$ cat src/rtl/core/vad_pkg.sv
`timescale 1ns / 1ps

package vad_pkg;

    localparam int DEF_INPUT_WIDTH   = 24;
    localparam int DEF_FRACTION_BITS = 16;

    // table is stored with 16 fraction bits and rescaled in the datapath
    localparam int TAB_FRAC  = 16;
    localparam int TAB_WIDTH = 22;
    localparam int TAB_DEPTH = 65;
    localparam int IDX_WIDTH = $clog2(TAB_DEPTH);

    // octant code: {|x| < |y|, y negative, x negative}
    typedef enum logic [2:0] {
        OCT_XP_YP_FLAT  = 3'd0,
        OCT_XN_YP_FLAT  = 3'd1,
        OCT_XP_YN_FLAT  = 3'd2,
        OCT_XN_YN_FLAT  = 3'd3,
        OCT_XP_YP_STEEP = 3'd4,
        OCT_XN_YP_STEEP = 3'd5,
        OCT_XP_YN_STEEP = 3'd6,
        OCT_XN_YN_STEEP = 3'd7
    } t_octant;

    // atan(i/64) in degrees, 16 fraction bits, rounded to nearest
    localparam logic [TAB_WIDTH-1:0] ATAN_TAB [0:TAB_DEPTH-1] = '{
        22'd0,       22'd58666,   22'd117304,  22'd175884,
        22'd234379,  22'd292760,  22'd350999,  22'd409070,
        22'd466945,  22'd524598,  22'd582003,  22'd639135,
        22'd695970,  22'd752484,  22'd808654,  22'd864460,
        22'd919879,  22'd974893,  22'd1029481, 22'd1083627,
        22'd1137313, 22'd1190524, 22'd1243245, 22'd1295461,
        22'd1347161, 22'd1398332, 22'd1448965, 22'd1499049,
        22'd1548575, 22'd1597536, 22'd1645926, 22'd1693738,
        22'd1740967, 22'd1787610, 22'd1833663, 22'd1879123,
        22'd1923990, 22'd1968261, 22'd2011937, 22'd2055018,
        22'd2097505, 22'd2139399, 22'd2180703, 22'd2221419,
        22'd2261551, 22'd2301101, 22'd2340074, 22'd2378474,
        22'd2416306, 22'd2453574, 22'd2490285, 22'd2526443,
        22'd2562055, 22'd2597127, 22'd2631664, 22'd2665673,
        22'd2699161, 22'd2732134, 22'd2764600, 22'd2796564,
        22'd2828035, 22'd2859019, 22'd2889523, 22'd2919554,
        22'd2949120
    };

endpackage

$ cat src/rtl/core/vector_angle_degrees.sv
`timescale 1ns / 1ps
// Throughput: one word per cycle while the output is not stalled; the ratio divider
// is unrolled to one quotient bit per register stage, followed by table lookup,
// multiply and octant-map stages.
// The whole pipeline advances together when the output register is free or taken.
// Reset (synchronous, active low) clears all stage valid bits; data is not reset.
module vector_angle_degrees #(
    parameter int INPUT_WIDTH   = vad_pkg::DEF_INPUT_WIDTH,
    parameter int FRACTION_BITS = vad_pkg::DEF_FRACTION_BITS
) (
    input  logic                       i_clk,
    input  logic                       i_rst_n,
    input  logic                       i_valid,
    output logic                       o_stall,
    input  logic [INPUT_WIDTH-1:0]     i_vec_x,
    input  logic [INPUT_WIDTH-1:0]     i_vec_y,
    output logic                       o_valid,
    input  logic                       i_stall,
    output logic [FRACTION_BITS+8:0]   o_angle_deg
);

    localparam int W   = INPUT_WIDTH;
    localparam int F   = FRACTION_BITS;
    localparam int QW  = F + 7;              // quotient holds 0 .. 64 << F
    localparam int TW  = F + 6;              // scaled table entry width
    localparam int OW  = F + 9;
    localparam int IW  = vad_pkg::IDX_WIDTH;
    localparam int SH_L = (F >= vad_pkg::TAB_FRAC) ? F - vad_pkg::TAB_FRAC : 0;
    localparam int SH_R = (F < vad_pkg::TAB_FRAC) ? vad_pkg::TAB_FRAC - F : 0;
    localparam int RND_SH = (SH_R > 0) ? SH_R - 1 : 0;
    localparam int XW  = vad_pkg::TAB_WIDTH + 1 + SH_L;
    localparam logic [vad_pkg::TAB_WIDTH:0] RND =
        (SH_R > 0) ? ((vad_pkg::TAB_WIDTH+1)'(1) << RND_SH) : '0;
    localparam logic [IW-1:0] IDX_LAST = IW'(vad_pkg::TAB_DEPTH - 1);

    localparam logic [OW-1:0] DEG45  = OW'(45)  << F;
    localparam logic [OW-1:0] DEG90  = OW'(90)  << F;
    localparam logic [OW-1:0] DEG180 = OW'(180) << F;
    localparam logic [OW-1:0] DEG270 = OW'(270) << F;
    localparam logic [OW-1:0] DEG360 = OW'(360) << F;

    function automatic logic [TW-1:0] tab_scale(input logic [vad_pkg::TAB_WIDTH-1:0] v);
        logic [vad_pkg::TAB_WIDTH:0] rnd;
        logic [XW-1:0]               tmp;
        rnd = ({1'b0, v} + RND) >> SH_R;
        tmp = XW'(rnd) << SH_L;
        return TW'(tmp);
    endfunction

    // whole pipeline moves when the output register is empty or being taken
    logic w_adv;
    assign w_adv   = !o_valid || !i_stall;
    assign o_stall = !w_adv;

    // ---------------- front: magnitudes and octant ----------------
    logic         w_nx, w_ny, w_steep;
    logic [W-1:0] w_ax, w_ay;

    assign w_nx    = i_vec_x[W-1];
    assign w_ny    = i_vec_y[W-1];
    assign w_ax    = w_nx ? (~i_vec_x + W'(1)) : i_vec_x;
    assign w_ay    = w_ny ? (~i_vec_y + W'(1)) : i_vec_y;
    assign w_steep = w_ax < w_ay;

    logic              r_vld   [0:QW];
    logic [W-1:0]      r_rem   [0:QW];
    logic [W-1:0]      r_large [0:QW];
    logic [QW-1:0]     r_q     [0:QW];
    vad_pkg::t_octant  r_oct   [0:QW];
    logic              r_zero  [0:QW];

    always_ff @(posedge i_clk) begin
        if (!i_rst_n) begin
            r_vld[0] <= 1'b0;
        end else if (w_adv) begin
            r_vld[0] <= i_valid;
        end
    end

    always_ff @(posedge i_clk) begin
        if (w_adv) begin
            r_rem[0]   <= w_steep ? w_ax : w_ay;
            r_large[0] <= w_steep ? w_ay : w_ax;
            r_q[0]     <= '0;
            r_oct[0]   <= vad_pkg::t_octant'({w_steep, w_ny, w_nx});
            r_zero[0]  <= (w_ax == '0) && (w_ay == '0);
        end
    end

    // ---------------- restoring divider, one quotient bit per stage ----------------
    // remainder stays below the divisor, so doubling it still fits in W bits
    for (genvar j = 0; j < QW; j++) begin : g_div
        logic [W-1:0] w_trial;
        logic         w_bit;

        assign w_trial = (j == 0) ? r_rem[j] : (r_rem[j] << 1);
        assign w_bit   = w_trial >= r_large[j];

        always_ff @(posedge i_clk) begin
            if (!i_rst_n) begin
                r_vld[j+1] <= 1'b0;
            end else if (w_adv) begin
                r_vld[j+1] <= r_vld[j];
            end
        end

        always_ff @(posedge i_clk) begin
            if (w_adv) begin
                r_rem[j+1]   <= w_bit ? (w_trial - r_large[j]) : w_trial;
                r_large[j+1] <= r_large[j];
                r_q[j+1]     <= {r_q[j][QW-2:0], w_bit};
                r_oct[j+1]   <= r_oct[j];
                r_zero[j+1]  <= r_zero[j];
            end
        end
    end

    // ---------------- table lookup ----------------
    logic [IW-1:0] w_idx, w_nxt;
    logic [TW-1:0] w_lo, w_hi;

    assign w_idx = r_q[QW][QW-1:F];
    assign w_nxt = (w_idx == IDX_LAST) ? IDX_LAST : (w_idx + IW'(1));
    assign w_lo  = tab_scale(vad_pkg::ATAN_TAB[w_idx]);
    assign w_hi  = tab_scale(vad_pkg::ATAN_TAB[w_nxt]);

    logic             r_vld_a;
    logic [TW-1:0]    r_lo_a, r_diff_a;
    logic [F-1:0]     r_frac_a;
    vad_pkg::t_octant r_oct_a;
    logic             r_zero_a;

    always_ff @(posedge i_clk) begin
        if (!i_rst_n) begin
            r_vld_a <= 1'b0;
        end else if (w_adv) begin
            r_vld_a <= r_vld[QW];
        end
    end

    always_ff @(posedge i_clk) begin
        if (w_adv) begin
            r_lo_a   <= w_lo;
            r_diff_a <= w_hi - w_lo;
            r_frac_a <= r_q[QW][F-1:0];
            r_oct_a  <= r_oct[QW];
            r_zero_a <= r_zero[QW];
        end
    end

    // ---------------- interpolation multiply ----------------
    logic             r_vld_b;
    logic [TW-1:0]    r_lo_b;
    logic [TW+F-1:0]  r_prod_b;
    vad_pkg::t_octant r_oct_b;
    logic             r_zero_b;

    always_ff @(posedge i_clk) begin
        if (!i_rst_n) begin
            r_vld_b <= 1'b0;
        end else if (w_adv) begin
            r_vld_b <= r_vld_a;
        end
    end

    always_ff @(posedge i_clk) begin
        if (w_adv) begin
            r_lo_b   <= r_lo_a;
            r_prod_b <= (TW+F)'(r_diff_a) * (TW+F)'(r_frac_a);
            r_oct_b  <= r_oct_a;
            r_zero_b <= r_zero_a;
        end
    end

    // ---------------- octant map ----------------
    logic [OW-1:0] w_a, w_ang;

    assign w_a = OW'(r_lo_b + r_prod_b[TW+F-1:F]);

    always_comb begin
        case (r_oct_b)
            vad_pkg::OCT_XP_YP_FLAT:  w_ang = w_a;
            vad_pkg::OCT_XN_YP_FLAT:  w_ang = DEG180 - w_a;
            vad_pkg::OCT_XP_YN_FLAT:  w_ang = DEG360 - w_a;
            vad_pkg::OCT_XN_YN_FLAT:  w_ang = DEG180 + w_a;
            vad_pkg::OCT_XP_YP_STEEP: w_ang = DEG90 - w_a;
            vad_pkg::OCT_XN_YP_STEEP: w_ang = DEG90 + w_a;
            vad_pkg::OCT_XP_YN_STEEP: w_ang = DEG270 + w_a;
            vad_pkg::OCT_XN_YN_STEEP: w_ang = DEG270 - w_a;
            default:                  w_ang = w_a;
        endcase
    end

    logic          r_out_vld;
    logic [OW-1:0] r_angle;

    always_ff @(posedge i_clk) begin
        if (!i_rst_n) begin
            r_out_vld <= 1'b0;
        end else if (w_adv) begin
            r_out_vld <= r_vld_b;
        end
    end

    always_ff @(posedge i_clk) begin
        if (w_adv) begin
            r_angle <= r_zero_b ? '0 : w_ang;
        end
    end

    assign o_valid     = r_out_vld;
    assign o_angle_deg = r_angle;

    // ---------------- checks ----------------
    a_div_rem_bound: assert property (@(posedge i_clk) disable iff (!i_rst_n)
        r_vld[QW] && !r_zero[QW] |-> r_rem[QW] < r_large[QW])
        else $error("divider remainder not below divisor");

    a_div_quot_bound: assert property (@(posedge i_clk) disable iff (!i_rst_n)
        r_vld[QW] && !r_zero[QW] |-> w_idx <= IDX_LAST)
        else $error("ratio above 64");

    a_interp_bound: assert property (@(posedge i_clk) disable iff (!i_rst_n)
        r_vld_b && !r_zero_b |-> w_a <= DEG45)
        else $error("interpolated angle above 45 degrees");

    a_out_range: assert property (@(posedge i_clk) disable iff (!i_rst_n)
        o_valid |-> o_angle_deg <= DEG360)
        else $error("angle above 360 degrees");

endmodule
$ cat config.mk
export PLATFORM = sky130hd
export DESIGN_NAME = vector_angle_degrees
export DESIGN_NICKNAME = d
export VERILOG_FILES = /design/src/rtl/core/vad_pkg.sv /design/src/rtl/core/vector_angle_degrees.sv
export SDC_FILE = /design/constraint.sdc
export NUM_CORES = 2
export LEC_CHECK = 0
export ABC_AREA = 1
export ABC_CLOCK_PERIOD_IN_PS = 39500
export BUFFER_PORTS_ARGS = -buffer_cell sky130_fd_sc_hd__buf_4
export CAP_MARGIN = 10
export CORE_MARGIN = 4
export CORE_UTILIZATION = 35
export DETAILED_ROUTE_END_ITERATION = 7
export PLACE_DENSITY = 0.54
export SYNTH_ARGS = -nofsm -noshare
export SYNTH_HDL_FRONTEND = slang
export SYNTH_SLANG_ARGS = --single-unit
$ cat constraint.sdc
create_clock -name i_clk -period 39.5 [get_ports i_clk]
set_clock_uncertainty 0.05 [all_clocks]
set_input_delay 3.95 -clock i_clk [delete_from_list [all_inputs] [get_ports i_clk]]
set_output_delay 3.95 -clock i_clk [all_outputs]
set_load 0.01 [all_outputs]
==> qor.txt <==
status -> finished, final reports clean
Post-synth EDFFs -> 1614
Starting Density -> 35.20%
IO Port Bufs -> 78
count of state elements after synthesis -> 1618
CP max stage cell -> nand2_8
final-report hold violation count -> 0
synth warn -> 0
core area -> 291300 µm²
Routed met3 length -> 11170 µm
number of global-route vias before repair -> 74392
hold_buf cts -> 0
Die Width -> 549.3 µm
max cap viols -> 0
r2r endpoint -> r_prod_b[32]$_DFFE_PN_
worst hold path depth -> 0
synthesized instance count -> 10861
Min Clock Period, post-route -> 9029 ps
initial antenna violation count -> 1
Netlist cell types -> 74
first-pass GRT wire length -> 418700 µm
DRC errors left -> 0
Post-layout nets -> 12077
gr usage total -> 17.35%
post-layout util -> 39.03%
cts repair resizes -> 0
clock sink count -> 1618
I/O Pins -> 79
Setup TNS -> 0 ps
CP max FO -> 117
Worst Tran Pin Value -> 1157 ps
worst path buffer plus inverter count -> 3
clk slew on worst S/H paths -> 60 ps
Iteration-0 DRC Markers -> 5454
GP Congestion -> 0.9007
register area share after synthesis -> 47.34%
Worst Setup SP -> i_stall
Critical Path Max Stage Delay -> 560 ps
TritonCTS buffer count -> 193
crit start category -> input pin
R2R depth -> 19
Slew Viols, Final -> 0
R2R setup slack -> 32590 ps
Hold Path End -> r_q[0][164]$_DFFE_PN_
critical-path cell list -> buf_4, nand2_8, inv_1, buf_4
Post-CTS Setup Bufs -> 0
syn nets -> 11984
dominant register cell in the synthesized netlist -> edfxtp_1
first drt pass iteration count -> 8
Setup CP Type -> in2out
Highest Signal Layer -> met4
most used cell, CP -> buf_4
CP top delay family -> simple AND/OR/NAND/NOR gates
synthesized area per cell -> 9.442 µm²
average wire per standard cell -> 17.74 µm
clock tree buffer depth -> 4
Met1 Wirelength -> 114600 µm
reg2reg start -> r_frac_a[10]$_DFFE_PN_
Mapped Area -> 102600 µm²
maximum clock rate -> 0.1108 GHz
fraction of layout cells with a size suffix above 1 -> 5.384%
Die Area -> 301700 µm²
largest net degree at the start of global routing -> 166
via count -> 74181
Area growth syn-to-layout -> 10.88%
Congestion Overflow GR -> 0
setup-violating endpoint count in the final report -> 0
Die H -> 549.3 µm
H-tree levels -> 4
final wirelength -> 266300 µm
Max-Slew Margin vs Limit -> 22.89%
via/cell ratio -> 4.942
CTS tree -> done
Critical Path AT -> 5030 ps
crit end category -> output pin
DR WL met2 -> 132000 µm
Synth async-reset ratio -> 0%
CTS Root Cell -> clkbuf_16
footprint of the multi-input gates -> 46200 µm²
post-detail-place hpwl -> 204700 µm
area occupied by registers -> 48550 µm²
post-route ant nets -> 0
Hold WC Path Type -> reg2reg
period utilization -> 22.86%
required time worst endpoint -> 35500 ps
critical hold path startpoint -> r_q[0][140]$_DFFE_PN_
clock latency on the worst-skew pair -> 870 ps
fillers -> 28800
Site Rows -> 198
RSZ-0062 raised after global routing -> no
==> per-layer routing <==
| layer | vias up | global-route usage [%] |
|---|---|---|
| met5 | - | 0 |
| met4 | 0 | 5.395 |
| met3 | 459 | 2.136 |
| met2 | 1694 | 30.84 |
| met1 | 35316 | 21.93 |
| li1 | 36712 | - |
==> cell type report <==
cell class                      instances  area share, %
Inverter                             1812          5.981
Sequential cell                      1618          42.69
Clock inverter                        114          1.160
Clock buffer                          234          4.383
Antenna cell                            2       0.004401
Tap cell                             3900          4.291
Timing Repair Buffer                  125         0.8583
Multi-Input combinational cell       7204          40.63
==> synth_stat cells, drive strengths merged, types with 4 or more instances <==
cell	instances	area (µm²)
edfxtp	1614	48470
nor2	705	2718
ha	770	9634
o221ai	11	96.34
a221oi	26	227.7
o2111ai	4	35.03
a21o	15	112.6
o21bai	48	371.6
nand3b	48	360.4
a311oi	8	70.07
clkinv	7	26.28
buf	93	519.3
dfxtp	4	80.08
nor4	31	193.9
o211ai	26	195.2
a31o	21	183.9
o32ai	4	35.03
o31ai	24	180.2
xnor2	179	1583
a31oi	105	656.9
o311ai	4	35.03
or2	83	521.8
nand2	2248	8498
o21a	30	225.2
fa	301	6026
o21ai	827	4143
a21boi	17	153.9
xor2	261	2286
nand4	116	732.0
clkbuf	134	505.5
o211a	15	150.1
inv	1805	6775
nand3	398	2125
nor3	105	540.5
a211oi	48	370.3
o22ai	7	43.79
a21oi	699	3502
==> cell usage in the layout, fill, tap and decap left out, types with 24 or more instances in the layout <==
| cell type | synthesis | routed |
|---|---|---|
| nand2_1 | 2226 | 2225 |
| nand3b_1 | 48 | 48 |
| xor2_1 | 261 | 261 |
| ha_1 | 770 | 770 |
| nand3_2 | 24 | 24 |
| nand3_1 | 373 | 373 |
| nor3_1 | 102 | 101 |
| o21ai_0 | 800 | 800 |
| o211ai_1 | 26 | 26 |
| clkbuf_1 | 132 | 41 |
| edfxtp_1 | 1614 | 1614 |
| nor2_1 | 688 | 688 |
| clkinv_1 | 7 | 37 |
| fa_1 | 301 | 301 |
| o31ai_1 | 24 | 24 |
| clkbuf_16 | 0 | 193 |
| a21oi_1 | 698 | 698 |
| xnor2_1 | 177 | 177 |
| a221oi_1 | 26 | 26 |
| a211oi_1 | 46 | 46 |
| nand4_1 | 115 | 115 |
| o21ai_1 | 26 | 26 |
| o21bai_1 | 45 | 45 |
| inv_1 | 1787 | 1787 |
| o21a_1 | 30 | 30 |
| buf_4 | 27 | 122 |
| a31oi_1 | 105 | 105 |
| or2_2 | 68 | 68 |
| nor4_1 | 31 | 31 |
==> through the flow <==
| step | std cells | instance area (µm²) | hold WS (ps) | setup WS, ps |
|---|---|---|---|---|
| after CTS | 15007 | 113700 | 338.7 | 30410 |
| after global placement | 14659 | 107400 | 350.1 | 30320 |
| final | 15009 | 113700 | 343.5 | 30470 |
| after global routing | 15009 | 113700 | 335.3 | 30320 |
| after detailed placement | 14659 | 107400 | 354.5 | 30220 |
| after floorplan | 10861 | 102600 | 350.3 | 10500 |
==> state kept, by name, summed over array words and instances (netlist names), 3 cells and up <==
signal	count
r_lo_b	22
r_prod_b	22
r_rem	530
r_vld	24
r_zero	24
r_oct	72
r_frac_a	16
r_lo_a	22
o_angle_deg	25
r_diff_a	22
r_oct_b	3
r_large	552
r_q	276
r_oct_a	3
==> worst max-delay path by stage <==
| stage | to | slack, ps | cells past startpoint |
|---|---|---|---|
| 3_3_place_gp | r_large[2][49]$_DFFE_PN_ | 30320 | 7 |
| 5_1_grt | o_stall | 30320 | 4 |
| 2_1_floorplan | o_stall | 10500 | 2 |
| 4_1_cts | o_stall | 30410 | 4 |
| 6_report | o_stall | 30470 | 4 |
| 3_5_place_dp | r_large[2][49]$_DFFE_PN_ | 30220 | 7 |
==> cells by family after synthesis <==
kind of cell               count (synthesis)  share of synthesized area (%)
adders and majority gates               1071                          15.27
buffers and inverters                   2039                          7.632
DFF                                     1618                          47.34
xor gates and xnor gates                 440                          3.772
AOI/OAI and AO/OA                       1952                          10.64
and+or+nand+nor                         3741                          15.35
Power is not shown: default switching activity piles up to over one toggle a cycle in this logic, so the estimate is an artifact.
